**src/hw/rtl/wsd_pkg.sv**
```systemverilog
// ----------------------------------------------------------------------------
// wsd_pkg
// Types and constants shared by the WebSocket frame deframer: parse phases,
// the result record, status codes and header length codes.
// ----------------------------------------------------------------------------
package wsd_pkg;

    // Parse phase, one-hot
    typedef enum logic [5:0] {
        PH_IDLE    = 6'b000001,
        PH_LEN     = 6'b000010,
        PH_EXT     = 6'b000100,
        PH_KEY     = 6'b001000,
        PH_PAYLOAD = 6'b010000,
        PH_DONE    = 6'b100000
    } t_phase;

    // Result kinds
    localparam logic KIND_PAYLOAD = 1'b0;
    localparam logic KIND_STATUS  = 1'b1;

    // Frame status codes
    localparam logic [2:0] ST_OK        = 3'd0;
    localparam logic [2:0] ST_SHORT_BUF = 3'd1;
    localparam logic [2:0] ST_HDR_TRUNC = 3'd2;
    localparam logic [2:0] ST_BAD_OP    = 3'd3;
    localparam logic [2:0] ST_PAY_SHORT = 3'd4;

    // Seven-bit length codes that announce an extended length
    localparam logic [6:0] LEN_CODE_EXT16 = 7'd126;
    localparam logic [6:0] LEN_CODE_EXT64 = 7'd127;

    // Extended length and key byte counts
    localparam logic [3:0] EXT16_BYTES = 4'd2;
    localparam logic [3:0] EXT64_BYTES = 4'd8;
    localparam logic [3:0] KEY_BYTES   = 4'd4;

    // Smallest buffer that is not reported as too short
    localparam logic [2:0] MIN_BUF_BYTES = 3'd4;

    // Result queue
    localparam int          RQ_DEPTH = 4;
    localparam logic [2:0]  RQ_FULL  = 3'd4;
    localparam logic [2:0]  RQ_ROOM  = 3'd2;

    // Bounds of the valid opcode ranges
    localparam logic [3:0] OP_CONT  = 4'h0;
    localparam logic [3:0] OP_BIN   = 4'h2;
    localparam logic [3:0] OP_CLOSE = 4'h8;
    localparam logic [3:0] OP_PONG  = 4'hA;

    // One result transaction
    typedef struct packed {
        logic        kind;
        logic [7:0]  pbyte;
        logic        fin;
        logic [3:0]  opcode;
        logic        masked;
        logic [63:0] length;
        logic [2:0]  status;
        logic        last;
    } t_result;

    function automatic logic opcode_ok(input logic [3:0] op);
        return (op <= OP_BIN) || ((op >= OP_CLOSE) && (op <= OP_PONG));
    endfunction

endpackage

```
**src/hw/rtl/websocket_frame_deframer.sv**
```systemverilog
// ----------------------------------------------------------------------------
// websocket_frame_deframer
// Parses the header of a received WebSocket frame, unmasks its payload and
// reports one status per buffer.
// ----------------------------------------------------------------------------
// The block takes one buffer byte per clock while o_stall is low. The header,
// extended length and masking key are parsed as they arrive; each payload
// byte is written to the result queue, XORed with its key byte. The last byte
// of a buffer adds a status transaction (fin, opcode, mask flag, length and
// error code) after any payload byte. Results pass through a four-entry queue:
// o_stall rises while fewer than two slots are free, so a sustained rate of
// one byte per cycle holds as long as the output is not stalled; a buffer
// end that falls inside the payload yields two results.
module websocket_frame_deframer
    import wsd_pkg::*;
(
    input  logic        i_clk,
    input  logic        i_rst_n,
    // byte input
    input  logic        i_valid,
    output logic        o_stall,
    input  logic [7:0]  i_data_byte,
    input  logic        i_buffer_start,
    input  logic        i_buffer_end,
    // result output
    output logic        o_valid,
    input  logic        i_stall,
    output logic        o_result_kind,
    output logic [7:0]  o_payload_byte,
    output logic        o_fin_bit,
    output logic [3:0]  o_frame_opcode,
    output logic        o_was_masked,
    output logic [63:0] o_payload_length,
    output logic [2:0]  o_frame_status,
    output logic        o_last_result
);

    // Frame state
    t_phase      r_phase,     n_phase;
    logic [2:0]  r_byte_cnt,  n_byte_cnt;
    logic        r_fin,       n_fin;
    logic [3:0]  r_opcode,    n_opcode;
    logic        r_masked,    n_masked;
    logic [3:0]  r_ext_left,  n_ext_left;
    logic [63:0] r_length,    n_length;
    logic [63:0] r_remaining, n_remaining;
    logic [31:0] r_mask_key,  n_mask_key;
    logic [1:0]  r_mask_idx,  n_mask_idx;

    // Result queue
    t_result     r_rq [RQ_DEPTH];
    logic [1:0]  r_wr_ptr, r_rd_ptr;
    logic [2:0]  r_count,  n_count;

    logic        in_acc, out_acc;
    logic        clr;
    t_phase      cur_phase;
    logic        len_done, key_done, pay_emit;
    logic [3:0]  ext_dec;
    logic [63:0] rem_dec;
    logic [7:0]  key_byte;
    logic [2:0]  stat;
    t_result     res_pay, res_stat, res_first;
    logic [1:0]  push_n;

    assign in_acc  = i_valid & ~o_stall;
    assign out_acc = o_valid & ~i_stall;
    assign o_stall = (r_count > RQ_ROOM);
    assign o_valid = (r_count != 3'd0);

    // Parse one byte: next frame state and the results it causes
    assign clr       = i_buffer_start | (r_phase == PH_IDLE);
    assign cur_phase = clr ? PH_IDLE : r_phase;

    always_comb begin
        n_phase     = r_phase;
        n_byte_cnt  = r_byte_cnt;
        n_fin       = r_fin;
        n_opcode    = r_opcode;
        n_masked    = r_masked;
        n_ext_left  = r_ext_left;
        n_length    = r_length;
        n_remaining = r_remaining;
        n_mask_key  = r_mask_key;
        n_mask_idx  = r_mask_idx;
        len_done    = 1'b0;
        key_done    = 1'b0;
        pay_emit    = 1'b0;
        key_byte    = 8'd0;
        ext_dec     = 4'd0;
        rem_dec     = 64'd0;
        stat        = ST_OK;

        // drop frame state at a buffer start or when idle
        if (clr) begin
            n_phase     = PH_IDLE;
            n_byte_cnt  = 3'd0;
            n_fin       = 1'b0;
            n_opcode    = 4'd0;
            n_masked    = 1'b0;
            n_ext_left  = 4'd0;
            n_length    = 64'd0;
            n_remaining = 64'd0;
            n_mask_key  = 32'd0;
            n_mask_idx  = 2'd0;
        end

        // count buffer bytes, saturating
        if (n_byte_cnt < MIN_BUF_BYTES) begin
            n_byte_cnt = n_byte_cnt + 3'd1;
        end

        unique case (cur_phase)
            PH_IDLE: begin
                n_fin    = i_data_byte[7];
                n_opcode = i_data_byte[3:0];
                n_phase  = PH_LEN;
            end
            PH_LEN: begin
                n_masked = i_data_byte[7];
                n_length = 64'd0;
                if (i_data_byte[6:0] == LEN_CODE_EXT16) begin
                    n_ext_left = EXT16_BYTES;
                    n_phase    = PH_EXT;
                end else if (i_data_byte[6:0] == LEN_CODE_EXT64) begin
                    n_ext_left = EXT64_BYTES;
                    n_phase    = PH_EXT;
                end else begin
                    n_length = {57'd0, i_data_byte[6:0]};
                    len_done = 1'b1;
                end
            end
            PH_EXT: begin
                n_length   = {n_length[55:0], i_data_byte};
                ext_dec    = n_ext_left - 4'd1;
                n_ext_left = ext_dec;
                len_done   = (ext_dec == 4'd0);
            end
            PH_KEY: begin
                n_mask_key = {n_mask_key[23:0], i_data_byte};
                ext_dec    = n_ext_left - 4'd1;
                n_ext_left = ext_dec;
                key_done   = (ext_dec == 4'd0);
            end
            PH_PAYLOAD: begin
                pay_emit = 1'b1;
                if (n_masked) begin
                    case (n_mask_idx)
                        2'd0:    key_byte = n_mask_key[31:24];
                        2'd1:    key_byte = n_mask_key[23:16];
                        2'd2:    key_byte = n_mask_key[15:8];
                        default: key_byte = n_mask_key[7:0];
                    endcase
                end
                n_mask_idx  = n_mask_idx + 2'd1;
                rem_dec     = n_remaining - 64'd1;
                n_remaining = rem_dec;
                if (rem_dec == 64'd0) begin
                    n_phase = PH_DONE;
                end
            end
            PH_DONE: begin
                // ignore bytes after the payload
            end
            default: begin
                n_phase = PH_IDLE;
            end
        endcase

        // length known: take the key or start the payload
        if (len_done && n_masked) begin
            n_ext_left = KEY_BYTES;
            n_phase    = PH_KEY;
        end
        if ((len_done && !n_masked) || key_done) begin
            n_mask_idx  = 2'd0;
            n_remaining = n_length;
            n_phase     = (n_length != 64'd0) ? PH_PAYLOAD : PH_DONE;
        end

        // status, by priority
        if (n_byte_cnt < MIN_BUF_BYTES) begin
            stat = ST_SHORT_BUF;
        end else if ((n_phase == PH_LEN) || (n_phase == PH_EXT) || (n_phase == PH_KEY)) begin
            stat = ST_HDR_TRUNC;
        end else if (n_phase == PH_PAYLOAD) begin
            stat = ST_PAY_SHORT;
        end else if (!opcode_ok(n_opcode)) begin
            stat = ST_BAD_OP;
        end

        res_pay          = '0;
        res_pay.kind     = KIND_PAYLOAD;
        res_pay.pbyte    = i_data_byte ^ key_byte;
        res_pay.last     = ~i_buffer_end;

        res_stat         = '0;
        res_stat.kind    = KIND_STATUS;
        res_stat.fin     = n_fin;
        res_stat.opcode  = n_opcode;
        res_stat.masked  = n_masked;
        res_stat.length  = n_length;
        res_stat.status  = stat;
        res_stat.last    = 1'b1;

        // close the buffer after its status
        if (i_buffer_end) begin
            n_phase     = PH_IDLE;
            n_byte_cnt  = 3'd0;
            n_fin       = 1'b0;
            n_opcode    = 4'd0;
            n_masked    = 1'b0;
            n_ext_left  = 4'd0;
            n_length    = 64'd0;
            n_remaining = 64'd0;
            n_mask_key  = 32'd0;
            n_mask_idx  = 2'd0;
        end
    end

    assign res_first = pay_emit ? res_pay : res_stat;
    assign push_n    = in_acc ? ({1'b0, pay_emit} + {1'b0, i_buffer_end}) : 2'd0;
    assign n_count   = r_count + {1'b0, push_n} - {2'd0, out_acc};

    // Advance frame state on each accepted byte
    always_ff @(posedge i_clk) begin
        if (!i_rst_n) begin
            r_phase     <= PH_IDLE;
            r_byte_cnt  <= 3'd0;
            r_fin       <= 1'b0;
            r_opcode    <= 4'd0;
            r_masked    <= 1'b0;
            r_ext_left  <= 4'd0;
            r_length    <= 64'd0;
            r_remaining <= 64'd0;
            r_mask_key  <= 32'd0;
            r_mask_idx  <= 2'd0;
        end else if (in_acc) begin
            r_phase     <= n_phase;
            r_byte_cnt  <= n_byte_cnt;
            r_fin       <= n_fin;
            r_opcode    <= n_opcode;
            r_masked    <= n_masked;
            r_ext_left  <= n_ext_left;
            r_length    <= n_length;
            r_remaining <= n_remaining;
            r_mask_key  <= n_mask_key;
            r_mask_idx  <= n_mask_idx;
        end
    end

    // Queue pointers and fill count
    always_ff @(posedge i_clk) begin
        if (!i_rst_n) begin
            r_wr_ptr <= 2'd0;
            r_rd_ptr <= 2'd0;
            r_count  <= 3'd0;
        end else begin
            r_wr_ptr <= r_wr_ptr + push_n;
            r_rd_ptr <= r_rd_ptr + {1'b0, out_acc};
            r_count  <= n_count;
        end
    end

    // Write up to two results per byte
    always_ff @(posedge i_clk) begin
        if (push_n != 2'd0) begin
            r_rq[r_wr_ptr] <= res_first;
        end
        if (push_n == 2'd2) begin
            r_rq[r_wr_ptr + 2'd1] <= res_stat;
        end
    end

    // Present the queue head
    assign o_result_kind    = r_rq[r_rd_ptr].kind;
    assign o_payload_byte   = r_rq[r_rd_ptr].pbyte;
    assign o_fin_bit        = r_rq[r_rd_ptr].fin;
    assign o_frame_opcode   = r_rq[r_rd_ptr].opcode;
    assign o_was_masked     = r_rq[r_rd_ptr].masked;
    assign o_payload_length = r_rq[r_rd_ptr].length;
    assign o_frame_status   = r_rq[r_rd_ptr].status;
    assign o_last_result    = r_rq[r_rd_ptr].last;

    // Checks
    a_count_bound: assert property (@(posedge i_clk) disable iff (!i_rst_n)
        r_count <= RQ_FULL)
        else $error("result queue overfilled");

    a_count_track: assert property (@(posedge i_clk) disable iff (!i_rst_n)
        $past(i_rst_n) |-> (r_count == $past(r_count) + {1'b0, $past(push_n)}
                            - {2'd0, $past(out_acc)}))
        else $error("queue count lost track of pushes and pops");

    a_payload_left: assert property (@(posedge i_clk) disable iff (!i_rst_n)
        (r_phase == PH_PAYLOAD) |-> (r_remaining != 64'd0))
        else $error("payload phase with nothing remaining");

    a_status_last: assert property (@(posedge i_clk) disable iff (!i_rst_n)
        (o_valid && (o_result_kind == KIND_STATUS)) |-> o_last_result)
        else $error("status transaction not marked last");

    a_two_results: assert property (@(posedge i_clk) disable iff (!i_rst_n)
        (push_n == 2'd2) |-> (pay_emit && i_buffer_end))
        else $error("two results without a payload byte at buffer end");

endmodule
```
**config.mk**
```make
export PLATFORM = sky130hd
export DESIGN_NAME = websocket_frame_deframer
export DESIGN_NICKNAME = d
export VERILOG_FILES = /design/src/hw/rtl/wsd_pkg.sv /design/src/hw/rtl/websocket_frame_deframer.sv
export SDC_FILE = /design/constraint.sdc
export NUM_CORES = 1
export LEC_CHECK = 0
export BUFFER_PORTS_ARGS = -buffer_cell sky130_fd_sc_hd__buf_2
export CAP_MARGIN = 0
export CELL_PAD_IN_SITES_DETAIL_PLACEMENT = 1
export CELL_PAD_IN_SITES_GLOBAL_PLACEMENT = 1
export CORE_MARGIN = 2
export CORE_UTILIZATION = 37
export CTS_BUF_LIST = sky130_fd_sc_hd__clkbuf_8
export DETAILED_ROUTE_END_ITERATION = 7
export GPL_ROUTABILITY_DRIVEN = 0
export PLACE_DENSITY = 0.69
export SLEW_MARGIN = 5
export SYNTH_ARGS = -nofsm -noshare
export SYNTH_HDL_FRONTEND = slang
export SYNTH_SLANG_ARGS = --single-unit
```
**constraint.sdc**
```tcl
create_clock -name i_clk -period 9.02 [get_ports i_clk]
set_clock_uncertainty 0.05 [all_clocks]
set_input_delay 0.451 -clock i_clk [delete_from_list [all_inputs] [get_ports i_clk]]
set_output_delay 0.451 -clock i_clk [all_outputs]
set_load 0.01 [all_outputs]
```
Word-level counts from Yosys, hierarchy flattened:

Memories as Yosys holds them, arrays and structs flattened. A register that Yosys moved wholly into a read port is not among the register bits.
Cells that the tools add are included.

* bits in registers: 188
* memory bits (writable): 332
* input bits: 14
* output and inout port bits: 85
* memories kept: 1

Memory list
* r_rq: depth 4, width 83, read ports 1, clocked after Yosys merged registers in 1, write ports 2, RTL line websocket_frame_deframer.sv:51 `t_result r_rq [RQ_DEPTH];`

* add/sub/neg operators: 10
* order comparisons: 6
* eq/ne operators: 16
* mux-type cells: 62
* bitwise operators: 7
* reduce and logical (&&, ||, !) cells: 16

Operators with widths (number)
* $mux 64: 6
* $pmux 64 s2: 1
* $mux 32: 3
* $mux 83: 1
* $logic_not 64->1: 1
* $reduce_bool 64->1: 1
* $sub 64x1->64 const B: 1
* $mux 6: 8
* $mux 4: 8
* $pmux 6 s4: 1
* $pmux 8 s3: 1
* $mux 3: 6
* $mux 8: 2
* $eq 7x7->1 const B: 2
* $mux 1: 14
* $mux 2: 7
* $mux 7: 2
* $eq 6x1->1 const B: 2
* $eq 6x2->1 const B: 2
* $eq 6x3->1 const B: 2
* $eq 6x4->1 const B: 2
* $eq 6x5->1 const B: 2
* $pmux 4 s2: 1
* $xor 8x8->8: 1
* 29 further kinds: 40

Logic depth before layout (Yosys ltp):

* depth in word-level cells: 15
* gate-level depth with buffers: 21
* depth with buffers taken out: 14

Least setup slack after synthesis:

Ideal clock, no wire load.

* path kind: flip-flop to flip-flop
* start: register r_phase[2]
* end: memory r_rq[0][3] in the netlist's numbering, data pin
* library setup time: 0.255 ns
* arrival time: 4.457 ns
* path slack: 4.258 ns
* cell stages (with the launch flop): 18
* buffers on the path: 6
* period minus slack after synthesis: 4.762 ns
* path through: dfxtp_1 nor4_2 a21oi_1 buf_2 clkbuf_1 clkbuf_1 buf_1 buf_1 nand2_1 ha_1 clkbuf_1 nand4_2 or4_1 a211o_1 or4b_1 nor4_1 a211oi_1 and3_1

RTL lines
* start, declared: RTL line websocket_frame_deframer.sv:39 `t_phase r_phase, n_phase;`
* start signal, assigned: RTL line websocket_frame_deframer.sv:239 `r_phase <= n_phase;`
* end, declared: RTL line websocket_frame_deframer.sv:51

==> qor.csv <==
metric,value,unit
rsz0062_at_grt,false,
fin_tns_setup,0,ns
p_sw_share,28.91,%
worst_slack,3.636,ns
clkTransAtPathRegs,0.06,ns
initial_core_util,37.50,%
cts_resized,0,
end_kind,flop,
drt_first_pass_iters,6,
setup_viol,0,
finalHoldViolCount,0,
p_per_area,201.4,nW/um2
synth_top_area_share,33.33,%
max_freq,185.7,MHz
async_flop_share,0,%
cts_setup_buffers,0,
clkPwrFrac,38.4,%
maxSlewViolCount,0,
finalNetCount,2618,
yosysTopAreaCell,edfxtp_1,
pre_cts_ws,3.692,ns
synth_cell_types,88,
grt_max_degree,104,
ys_warn_count,0,
worst_ep_arrival_time,5.80,ns
vias,21545,
area_growth,11.20,%
required,9.43,ns
critPathLaunchType,flop,
synth_area_leaders,"edfxtp_1 (33%), dfxtp_1 (17%), mux4_2 (7.1%)",
hold_class,input pin to flop,
critPathKind,flop to flop,
rows,97,
clock_latency,0.72,ns
ios,99,
drv_cap,0,
synth_flop_cell,edfxtp_1,
die_w,270.6,um
synth_cells,2582,
grt_overflow,0,
pwr-share-comb,16.4,%
ys_ff_latch,520,
drtAntennaViolNets,0,
die_area,73240,um2
drive_above_1_share,15.12,%
p_int,4188,uW
antenna_found_initial,4,
ys_top_cells_by_count,"nor2_1 (386), edfxtp_1 (292), dfxtp_1 (228), nand2_1 (219), o21ai_0 (170)",
cts_buffers,87,
fin_crit,5.384,ns
grt_use_total,24.43,%
status,"complete, no violations",
syn_avg_cell_area,10.19,um2
initialDrtViolationCount,2071,
cts_tree,built,
ir_drop,0.0002110,V
htree_levels,3,
viasPerCell,5.985,
period_share,59.69,%
drc,0,
cts_max_path_buffers,3,
seqPwrFrac,45.1,%
io_buffers,98,
synth_nets,2612,
grt_first_pass_wirelength,138600,um
p_leak,0.009603,uW
worst_slew_pin_slew,1.253,ns
relSlewSlack,16.44,%
power.total,5891,uW
ctsHoldBuffers,0,
crit_fanout,34,
drt_wl_total,90900,um
wl_per_cell,25.25,um
p_sw,1703,uW
hpwl,60800,um
yosys.cell_count.top_type,nor2_1,
die_y,270.6,um
numClockSinks,520,
cts-root-buf,clkbuf_8,
grt_pass1_vias,22006,
synth_area,26310,um2
synth_edf_count,292,
seq_area_frac_synth,50.68,%
core_area,70150,um2
## metrics by stage
stage	hold WS, ns	utilization [%]	instances	cell area, um2
6_report	0.1409	41.70	3600	29250
5_1_grt	0.1475	41.70	3600	29250
4_1_cts	0.09664	41.69	3599	29250
3_5_place_dp	0.3922	39.02	3439	27370
3_3_place_gp	0.3769	39.02	3439	27370
2_1_floorplan	0.3685	-	2582	26310
## final cells by class
type	count	area, um2
antenna	1	2.502
clock buffer	108	1486
clock inverter	52	390.4
fill	7851	40900
inverter	36	138.9
multi-input combinational	1814	11990
sequential	520	13340
tap	940	1176
timing repair buffer	129	725.7
## worst paths after layout
check	startpoint	end	slack (ns)	cells after the start
max	r_phase[2]$_SDFFE_PN0P_	r_rq[0][3]$_DFFE_PP_	3.64	13
min	i_data_byte[4]	r_mask_key[4]$_SDFFE_PN0P_	0.14	3
max reg2reg	r_phase[2]$_SDFFE_PN0P_	r_rq[0][3]$_DFFE_PP_	3.64	13
min reg2reg	r_rq[3][82]$_SDFFE_PP1P_	r_rq[3][82]$_SDFFE_PP1P_	0.40	2
## state kept, by name (all words and copies together), names as in the netlist
signal and flops:
r_fin 1, r_wr_ptr 2, r_byte_cnt 3, r_opcode 4
r_rq 332, r_rd_ptr 2, r_mask_idx 2, r_length 64
r_phase 6, r_count 3, r_remaining 64, r_mask_key 32
r_ext_left 4, r_masked 1
## worst max-delay path, stage by stage (launching register included)
cell	delay (ns)
dfxtp_1	0.37
nor4_2	0.75
a21oi_4	0.10
buf_4	0.29
nand2_1	0.14
ha_1	0.15
buf_4	0.31
nand4_2	0.37
or4_1	0.63
a211o_1	0.35
or4b_1	0.51
nor4_1	0.63
a211oi_1	0.23
and3_1	0.24
## logic make-up after synthesis
| group | Yosys count | synth area share, % |
|---|---|---|
| adders and majority gates | 16 | 0.7896 |
| DFF | 520 | 50.68 |
| xor gates and xnor gates | 70 | 2.331 |
| muxes | 97 | 7.653 |
| AOI/OAI and AO/OA | 532 | 13.31 |
| and+or+nand+nor | 1099 | 21.24 |
| buffers and inverters | 248 | 3.995 |
## layout by cell type, fill, tap and decap left out, types with 10 or more instances in the layout
cell type,instances
or3_1,16
o22ai_1,32
buf_2,97
o21a_1,15
xor2_1,43
dfxtp_1,226
nor2b_1,86
inv_1,55
a22oi_1,120
a21oi_1,61
nand4_1,34
buf_4,32
xnor2_1,27
clkbuf_8,108
and2_1,101
clkinv_2,11
nor2_1,384
clkinv_1,10
or4_1,18
mux2i_1,11
mux4_2,83
ha_1,15
nand3_1,45
nand2_1,216
a31oi_1,14
nor3_1,47
o211ai_1,10
edfxtp_1,292
nand2b_1,12
nor4_1,57
o21ai_0,170
## metal layers
layer / vias to the layer above / track usage, % / share of wire (%)
met3: 195 / 3.958 / 6.6
met5: - / 0 / 0.0099
met4: 2 / 10.05 / 3.9
li1: 9517 / - / -
met2: 828 / 38.60 / 46
met1: 11003 / 33.37 / 43
## power groups by stage
| stage | registers [uW] | clock network [uW] | logic (uW) |
|---|---|---|---|
| 2_1_floorplan | 2640 | 0 | 685 |
| 4_1_cts | 2670 | 2300 | 980 |
| 3_3_place_gp | 2710 | 0 | 969 |
| 5_1_grt | 2680 | 2400 | 1030 |
| 3_5_place_dp | 2720 | 0 | 976 |
| 6_report | 2660 | 2260 | 969 |
No activity file was read; power rests on OpenSTA's default activity.
